## src/rtl/core/sfq_pkg.sv

```systemverilog
package sfq_pkg;

	localparam int DATA_W     = 32;
	localparam int SUM_W      = 36;
	localparam int MINLVL_W   = 5;
	localparam int CFG_IDX_W  = 1;
	localparam int CFG_DATA_W = 32;

	localparam int SKEW       = 2;
	localparam int HEAD_RESET = 6;

	localparam logic [MINLVL_W-1:0] MIN_LEVEL_RESET      = 5'd4;
	localparam logic [DATA_W-1:0]   MIN_TOTAL_TIME_RESET = 32'd0;
	localparam logic [DATA_W-1:0]   UNDERRUN_VALUE       = 32'd1000;

	typedef enum logic {
		OP_WRITE = 1'b0,
		OP_READ  = 1'b1
	} op_t;

	typedef enum logic [CFG_IDX_W-1:0] {
		REG_MIN_LEVEL      = 1'b0,
		REG_MIN_TOTAL_TIME = 1'b1
	} cfg_idx_t;

	typedef struct packed {
		logic valid;
		logic rd;
		logic wr;
		logic ovf;
		logic und;
	} ctl_t;

endpackage

```

## src/rtl/core/sfq_ram.sv

```systemverilog
module sfq_ram #(
	parameter int WIDTH = 32,
	parameter int DEPTH = 16
) (
	input  logic                     clk,
	input  logic                     we,
	input  logic [$clog2(DEPTH)-1:0] waddr,
	input  logic [WIDTH-1:0]         wdata,
	input  logic [$clog2(DEPTH)-1:0] raddr,
	output logic [WIDTH-1:0]         rdata
);

	logic [WIDTH-1:0] mem [DEPTH];
	logic [WIDTH-1:0] rdata_q;

	always_ff @(posedge clk) begin
		if (we) begin
			mem[waddr] <= wdata;
		end
		rdata_q <= mem[raddr];
	end

	assign rdata = rdata_q;

endmodule

```

## src/rtl/core/skewed_step_fifo.sv

```systemverilog
// Ring FIFO of step beats (delay + signal word) with fill level, running delay
// total and a needs-filling flag. After reset, busy stays high while the delay
// memory is cleared one slot a cycle; after that busy stays low and one command
// beat is taken every cycle. Each command gives exactly one result beat; it
// passes the s1 control register and then the done register, which drives done;
// results come in command order and cannot be held off, so the receiver must
// take every done beat. The delay of each write lands two slots behind its
// signal word, so a read returns the signals of one item with the delay of the
// item written two later. Writes to a full ring are dropped (overflow), reads of
// an empty ring return 1000/1000 (underrun). Throughput is set by the single
// registered-read port of each ring memory: one beat per cycle while busy is low.
module skewed_step_fifo #(
	parameter int DEPTH = 16
) (
	input  logic                                clk,
	input  logic                                arst_n,
	input  logic                                start,
	output logic                                busy,
	input  logic                                operation,
	input  logic [sfq_pkg::DATA_W-1:0]          time_before,
	input  logic [sfq_pkg::DATA_W-1:0]          signals,
	output logic                                done,
	output logic [sfq_pkg::DATA_W-1:0]          time_out,
	output logic [sfq_pkg::DATA_W-1:0]          signals_out,
	output logic [$clog2(DEPTH+1)-1:0]          fill_level,
	output logic [sfq_pkg::SUM_W-1:0]           total_time,
	output logic                                needs_filling,
	output logic                                overflow,
	output logic                                underrun,
	input  logic                                cfg_we,
	input  logic [sfq_pkg::CFG_IDX_W-1:0]       cfg_index,
	input  logic [sfq_pkg::CFG_DATA_W-1:0]      cfg_data
);

	import sfq_pkg::*;

	localparam int AW    = $clog2(DEPTH);
	localparam int LVL_W = $clog2(DEPTH + 1);
	localparam int PW    = AW + 1;
	localparam int CMP_W = (LVL_W > MINLVL_W) ? LVL_W : MINLVL_W;
	localparam logic [AW-1:0] HEAD_RST = AW'(HEAD_RESET % DEPTH);

	logic [AW-1:0]         head_q;
	logic [LVL_W-1:0]      level_q;
	logic [SUM_W-1:0]      sum_q;
	logic [MINLVL_W-1:0]   min_level_q;
	logic [DATA_W-1:0]     min_time_q;
	logic                  clr_q;
	logic [AW-1:0]         clr_addr_q;

	ctl_t                  ctl_s1;
	logic [DATA_W-1:0]     time_s1;

	logic                  done_q;
	logic [DATA_W-1:0]     time_out_s2;
	logic [DATA_W-1:0]     signals_out_s2;
	logic [LVL_W-1:0]      level_s2;
	logic [SUM_W-1:0]      sum_s2;
	logic                  fill_s2;
	logic                  ovf_s2;
	logic                  und_s2;

	logic                  accept;
	logic                  is_read;
	logic                  full;
	logic                  empty;
	logic                  wr_take;
	logic                  rd_take;
	logic [PW-1:0]         pos;
	logic [PW-1:0]         sig_pos;
	logic [PW-1:0]         dly_pos;
	logic [AW-1:0]         sig_idx;
	logic [AW-1:0]         dly_idx;
	logic [AW-1:0]         head_nx;

	logic                  dly_we;
	logic [AW-1:0]         dly_waddr;
	logic [DATA_W-1:0]     dly_wdata;
	logic [DATA_W-1:0]     dly_rdata;
	logic [DATA_W-1:0]     sig_rdata;

	logic [SUM_W-1:0]      sum_nx;
	logic [DATA_W-1:0]     time_res;
	logic [DATA_W-1:0]     sig_res;
	logic                  fill_res;

	assign busy    = clr_q;
	assign accept  = start && !busy;
	assign is_read = (operation == OP_READ);
	assign full    = (level_q == LVL_W'(DEPTH));
	assign empty   = (level_q == '0);
	assign wr_take = accept && !is_read && !full;
	assign rd_take = accept && is_read && !empty;

	// slot positions: signal word at head+level, delay two slots behind
	assign pos     = PW'(head_q) + PW'(level_q);
	assign sig_pos = (pos >= PW'(DEPTH)) ? pos - PW'(DEPTH) : pos;
	assign dly_pos = (sig_pos >= PW'(SKEW)) ? sig_pos - PW'(SKEW)
	                                        : sig_pos + PW'(DEPTH - SKEW);
	assign sig_idx = sig_pos[AW-1:0];
	assign dly_idx = dly_pos[AW-1:0];
	assign head_nx = (head_q == AW'(DEPTH - 1)) ? '0 : head_q + 1'b1;

	assign dly_we    = clr_q || wr_take;
	assign dly_waddr = clr_q ? clr_addr_q : dly_idx;
	assign dly_wdata = clr_q ? '0 : time_before;

	sfq_ram #(
		.WIDTH(DATA_W),
		.DEPTH(DEPTH)
	) u_delay_ram (
		.clk   (clk),
		.we    (dly_we),
		.waddr (dly_waddr),
		.wdata (dly_wdata),
		.raddr (head_q),
		.rdata (dly_rdata)
	);

	sfq_ram #(
		.WIDTH(DATA_W),
		.DEPTH(DEPTH)
	) u_signal_ram (
		.clk   (clk),
		.we    (wr_take),
		.waddr (sig_idx),
		.wdata (signals),
		.raddr (head_q),
		.rdata (sig_rdata)
	);

	always_ff @(posedge clk or negedge arst_n) begin
		if (!arst_n) begin
			head_q     <= HEAD_RST;
			level_q    <= '0;
			clr_q      <= 1'b1;
			clr_addr_q <= '0;
			ctl_s1     <= '0;
		end else begin
			if (clr_q) begin
				clr_addr_q <= clr_addr_q + 1'b1;
				if (clr_addr_q == AW'(DEPTH - 1)) begin
					clr_q <= 1'b0;
				end
			end
			if (wr_take) begin
				level_q <= level_q + 1'b1;
			end else if (rd_take) begin
				level_q <= level_q - 1'b1;
				head_q  <= head_nx;
			end
			ctl_s1.valid <= accept;
			ctl_s1.wr    <= wr_take;
			ctl_s1.rd    <= rd_take;
			ctl_s1.ovf   <= accept && !is_read && full;
			ctl_s1.und   <= accept && is_read && empty;
		end
	end

	always_ff @(posedge clk) begin
		time_s1 <= time_before;
	end

	always_ff @(posedge clk or negedge arst_n) begin
		if (!arst_n) begin
			min_level_q <= MIN_LEVEL_RESET;
			min_time_q  <= MIN_TOTAL_TIME_RESET;
		end else if (cfg_we) begin
			unique case (cfg_idx_t'(cfg_index))
				REG_MIN_LEVEL:      min_level_q <= cfg_data[MINLVL_W-1:0];
				REG_MIN_TOTAL_TIME: min_time_q  <= cfg_data[DATA_W-1:0];
			endcase
		end
	end

	// level_q already holds the post-op level during the s1 cycle
	always_comb begin
		sum_nx   = sum_q;
		time_res = '0;
		sig_res  = '0;
		if (ctl_s1.wr) begin
			sum_nx = sum_q + SUM_W'(time_s1);
		end else if (ctl_s1.rd) begin
			sum_nx   = sum_q - SUM_W'(dly_rdata);
			time_res = dly_rdata;
			sig_res  = sig_rdata;
		end else if (ctl_s1.und) begin
			time_res = UNDERRUN_VALUE;
			sig_res  = UNDERRUN_VALUE;
		end
		fill_res = (CMP_W'(level_q) < CMP_W'(min_level_q)) ||
		           (sum_nx < SUM_W'(min_time_q));
	end

	always_ff @(posedge clk or negedge arst_n) begin
		if (!arst_n) begin
			sum_q  <= '0;
			done_q <= 1'b0;
		end else begin
			done_q <= ctl_s1.valid;
			if (ctl_s1.valid) begin
				sum_q <= sum_nx;
			end
		end
	end

	always_ff @(posedge clk) begin
		if (ctl_s1.valid) begin
			time_out_s2    <= time_res;
			signals_out_s2 <= sig_res;
			level_s2       <= level_q;
			sum_s2         <= sum_nx;
			fill_s2        <= fill_res;
			ovf_s2         <= ctl_s1.ovf;
			und_s2         <= ctl_s1.und;
		end
	end

	assign done          = done_q;
	assign time_out      = time_out_s2;
	assign signals_out   = signals_out_s2;
	assign fill_level    = level_s2;
	assign total_time    = sum_s2;
	assign needs_filling = fill_s2;
	assign overflow      = ovf_s2;
	assign underrun      = und_s2;

`ifndef NO_ASSERTIONS
	a_level_bound: assert property (@(posedge clk) disable iff (!arst_n)
		level_q <= LVL_W'(DEPTH))
		else $error("fill level beyond ring depth");

	a_one_result: assert property (@(posedge clk) disable iff (!arst_n)
		(start && !busy) |-> ##2 done)
		else $error("command beat without result beat");

	a_ovf_full: assert property (@(posedge clk) disable iff (!arst_n)
		(done && overflow) |-> (fill_level == LVL_W'(DEPTH)) && (time_out == '0))
		else $error("overflow reported on a ring that is not full");

	a_und_empty: assert property (@(posedge clk) disable iff (!arst_n)
		(done && underrun) |-> (fill_level == '0) && (time_out == UNDERRUN_VALUE))
		else $error("underrun reported on a ring that is not empty");

	a_clear_done: assert property (@(posedge clk) disable iff (!arst_n)
		$fell(busy) |-> ($past(clr_addr_q) == AW'(DEPTH - 1)))
		else $error("clear pass ended early");
`endif

endmodule
```

## config.mk

```make
export PLATFORM = sky130hd
export DESIGN_NAME = skewed_step_fifo
export DESIGN_NICKNAME = d
export VERILOG_FILES = /design/src/rtl/core/sfq_pkg.sv /design/src/rtl/core/sfq_ram.sv /design/src/rtl/core/skewed_step_fifo.sv
export SDC_FILE = /design/constraint.sdc
export NUM_CORES = 2
export LEC_CHECK = 0
export BUFFER_PORTS_ARGS = -buffer_cell sky130_fd_sc_hd__buf_2
export CORE_MARGIN = 2
export CORE_UTILIZATION = 35
export CTS_BUF_LIST = sky130_fd_sc_hd__clkbuf_16
export CTS_CLUSTER_SIZE = 8
export DETAILED_ROUTE_END_ITERATION = 10
export GPL_ROUTABILITY_DRIVEN = 0
export PLACE_DENSITY = 0.54
export SYNTH_ARGS = -nofsm -noshare
export SYNTH_HDL_FRONTEND = slang
export SYNTH_SLANG_ARGS = --single-unit
```

## constraint.sdc

```tcl
create_clock -name clk -period 5.2 [get_ports clk]
set_clock_uncertainty 0.05 [all_clocks]
set_input_delay 0.52 -clock clk [delete_from_list [all_inputs] [get_ports clk]]
set_output_delay 0.52 -clock clk [all_outputs]
set_load 0.1 [all_outputs]
```

==> metrics <==
post-route worst setup slack=0.0830 ns; Post-synth EDFFs=1132; GRT Overall Usage=17.8%; Worst-Skew Late Latency=about 0.81 ns; FF-to-FF End=needs_filling; Die Width=roughly 390 um; clock tree buffer depth=3; Synth warnings=0; top cell type's share of synthesized area=between 60 and 70%; clock slew seen by the registers of the worst setup and hold paths=around 0.05 ns; status=completed; syn_area_per_cell=about 19 um2; DRC viols=0; count leader, synth=edfxtp_1; worst hold margin=between 0.05 and 0.06 ns; met3 wire length=approximately 8400 um; multi-input logic area=about 15000 um2; WS Path Type=flop to flop; Final TNS setup=0 ns; slew margin rel.=between 20% and 30%; Hold Path Class=input pin to flop; DR vias/cell=5.17; Hold Startpoint=cfg_index; DRT antenna net count=0; H-tree levels=4; crit-path cells=inv_2 > ha_4 > inv_2 > fa_2 > a21o_4 > buf_6 > a221oi_4 > o2bb2ai_2 > o31a_1 > o21ai_2 > a211oi_2 > nor3_2 > o21ai_1 > a31oi_2 > ha_1 > nor2b_1 > o21ai_1 > nand2_2 > a2111oi_4 > buf_4 > or3b_4 > mux2i_1 > nand2b_1 > o32ai_2; routed wire length=139000 um; CTS tree=done; global-route wire length before repair=202000 um; Crit path buffers/inverters=4; final worst path period share=a little over nine tenths; clock buffer count from CTS=183; met2 wire len=about 65000 um; register area=38300 um2; Main synth FF type=edfxtp_1; R2R Setup Slk=0.08 ns; Max VDD drop=between 0.0005 and 0.0006 V; DP Worst Slack=-0.401 ns; via count=~29000; drt pass-1 iters=5; CP Capture Type=flop; vias in the first global route=slightly below 30000; max incr delay on CP=around 0.38 ns; Iteration-0 DRC Markers=about 2700; Clock Sinks=approximately 1300; hpwl dp=83100 um; cell family with most CP delay=compound AO/OA/AOI/OAI gates; fillers=roughly 13000; root buffer cell=clkbuf_16; post-synth top area cell=edfxtp_1; min Tclk post-route=roughly 5.1 ns; Synth Cell Area=around 53000 um2; startpoint types=flop; Final Max Slew Viols=0; Std-Cell Rows=between 100 and 150; Post-Synthesis Cells=approximately 2800; DIE AREA=around 160000 um2; Distinct cells, synth=roughly 90; worst r2r src=sum_q[0]; Die Y=between 300 and 400 um; Worst-Margin Slew=1.17 ns; # nets final=between 3000 and 4000; fmax=slightly below 200 MHz; Pwr per Cell Area=635 nW/um2; P_leak=~23 nW; Async SR Flop Fraction=7.04%; Hold Vio Cnt, Final=0; total power=between 40 and 50 mW; largest net degree at the start of global routing=around 140; most common library cells after synthesis=edfxtp_1, mux4_2, nor2_1; Finished Cell Area=around 65000 um2; layout cells sized above 1=30.5%; FF-to-FF path depth=24; MaxCap Viol Count=0; GRT Residual Overflow=0; RSZ-0062 raised after global routing=yes; final setup vio count=0; Syn Nets=about 3000; M1 WL=~62000 um; Hold Path End=min_level_q[2]; CP max-delay cell=dfrtp_1; Area growth, synth to finish=21.9%; top post-synthesis cells by area=edfxtp_1, mux4_2, dfrtp_1; Yosys reg bits=1321; WP data required=5.74 ns; hold path depth=4; DR WL/cell=25.1 um; Ports=between 200 and 250; fraction of the yosys area taken by sequential cells=between 70% and 80%; DP Area=~58000 um2; core area=between 150000 and 200000 um2; initial antenna violation count=13; Data arrival, critical path=5.65 ns; PortBufs=between 200 and 250; crit-path max FO=3; DR top layer=met5; Initial Util=about a third
-- worst register-to-register path, stage by stage (launching register included) --
cell       delay, ns
dfrtp_1         0.38
inv_2           0.08
ha_4            0.13
inv_2           0.04
fa_2            0.38
a21o_4          0.22
buf_6           0.12
a221oi_4        0.25
o2bb2ai_2       0.11
o31a_1          0.31
o21ai_2         0.20
a211oi_2        0.11
nor3_2          0.17
o21ai_1         0.09
a31oi_2         0.31
ha_1            0.30
nor2b_1         0.13
o21ai_1         0.15
nand2_2         0.10
a2111oi_4       0.35
buf_4           0.16
or3b_4          0.35
mux2i_1         0.14
nand2b_1        0.08
o32ai_2         0.24
-- logic make-up (layout without fill, tap and decap cells) --
| family | count (synthesis) | in the layout | share of synthesized area, % |
|---|---|---|---|
| other | 0 | 1 | 0 |
| multiplexers | 396 | 396 | 15.1 |
| XOR/XNOR | 67 | 67 | 1.10 |
| flip-flops | 1321 | 1321 | 71.9 |
| AND/OR/NAND/NOR | 389 | 389 | 3.61 |
| AO/OA/AOI/OAI | 323 | 323 | 3.99 |
| buffers and inverters | 214 | 905 | 1.54 |
| adder cells (fa/ha/maj) | 112 | 112 | 2.69 |
-- metal layers --
| layer | GRT usage (%) | vias to the layer above |
|---|---|---|
| met2 | 27.6 | 940 |
| met3 | 3.70 | 202 |
| li1 | - | 12448 |
| met1 | 25.2 | 15069 |
| met5 | 0 | - |
| met4 | 5.63 | 8 |
-- cells in the final DEF, fill, tap and decap left out, types with 14 or more instances in the layout --
cell type	count
edfxtp_1	1132
mux4_2	320
inv_1	216
buf_2	210
clkbuf_16	184
buf_4	158
ha_1	102
dlygate4sd3_1	98
dfxtp_1	96
a21oi_1	93
nand2_1	93
dfrtp_1	84
nor2_1	77
mux2_2	59
o21ai_0	56
nor2b_1	48
xnor2_1	45
a21o_1	40
and3_1	37
nor2_4	32
xor2_1	22
nand3_1	21
buf_12	17
mux2i_1	16
nand4_1	14
-- stage by stage --
stage | utilization [%] | instances
finish | 42.8 | 5544
global placement | 38.3 | 5105
global route | 42.8 | 5543
CTS | 42.7 | 5535
floorplan | - | 2822
detailed placement | 38.3 | 5105
-- layout make-up --
cell class	count	share of cell area, %
Antenna cell	1	0.00386
Clock buffer	184	7.10
Clock inverter	148	1.41
Inverter	89	0.515
Multi-Input combinational cell	1287	22.5
Sequential cell	1321	59.1
Tap cell	2030	3.92
Timing Repair Buffer	484	5.51
-- power by group --
part           leakage [nW]  switching [mW]  total (mW)  internal, mW
Clock                  3.13            4.56        11.0          6.41
Combinational          7.79            9.12        15.5          6.36
Sequential             12.2           0.915        14.7          13.8
Total                  23.2            14.6        41.1          26.6
-- worst max-delay path by stage --
stage,from,to,slack [ns],cells after the start
after floorplan,sum_q[0],needs_filling,0.51,22
after global placement,sum_q[0],needs_filling,-0.43,24
after detailed placement,sum_q[0],needs_filling,-0.40,24
after CTS,u_delay_ram.rdata[3],needs_filling,0.0009,22
after global routing,sum_q[11],needs_filling,-0.23,23
final,sum_q[0],needs_filling,0.08,24
-- registers in the layout, summed over array words and instances (netlist names) --
register            flops
busy                    1
done                    1
u_signal_ram.mem      512
overflow                1
signals_out            32
head_q                  4
u_delay_ram.mem       512
clr_addr_q              4
min_time_q             32
needs_filling           1
level_q                 5
u_delay_ram.rdata      32
underrun                1
total_time             36
sum_q                  36
u_signal_ram.rdata     32
fill_level              5
time_s1                32
ctl_s1                  5
time_out               32
min_level_q             5
-- what timing repair did --
| item | in CTS | in global routing |
|---|---|---|
| setup endpoints to repair | 1 | 1 |
| setup buffers | 0 | 8 |
| gates resized for setup | 13 | 39 |
| hold endpoints to repair | 470 | 0 |
| pin swaps | 3 | 33 |
| hold buffers | 98 | 0 |
Power figures use the tool's default switching activity.
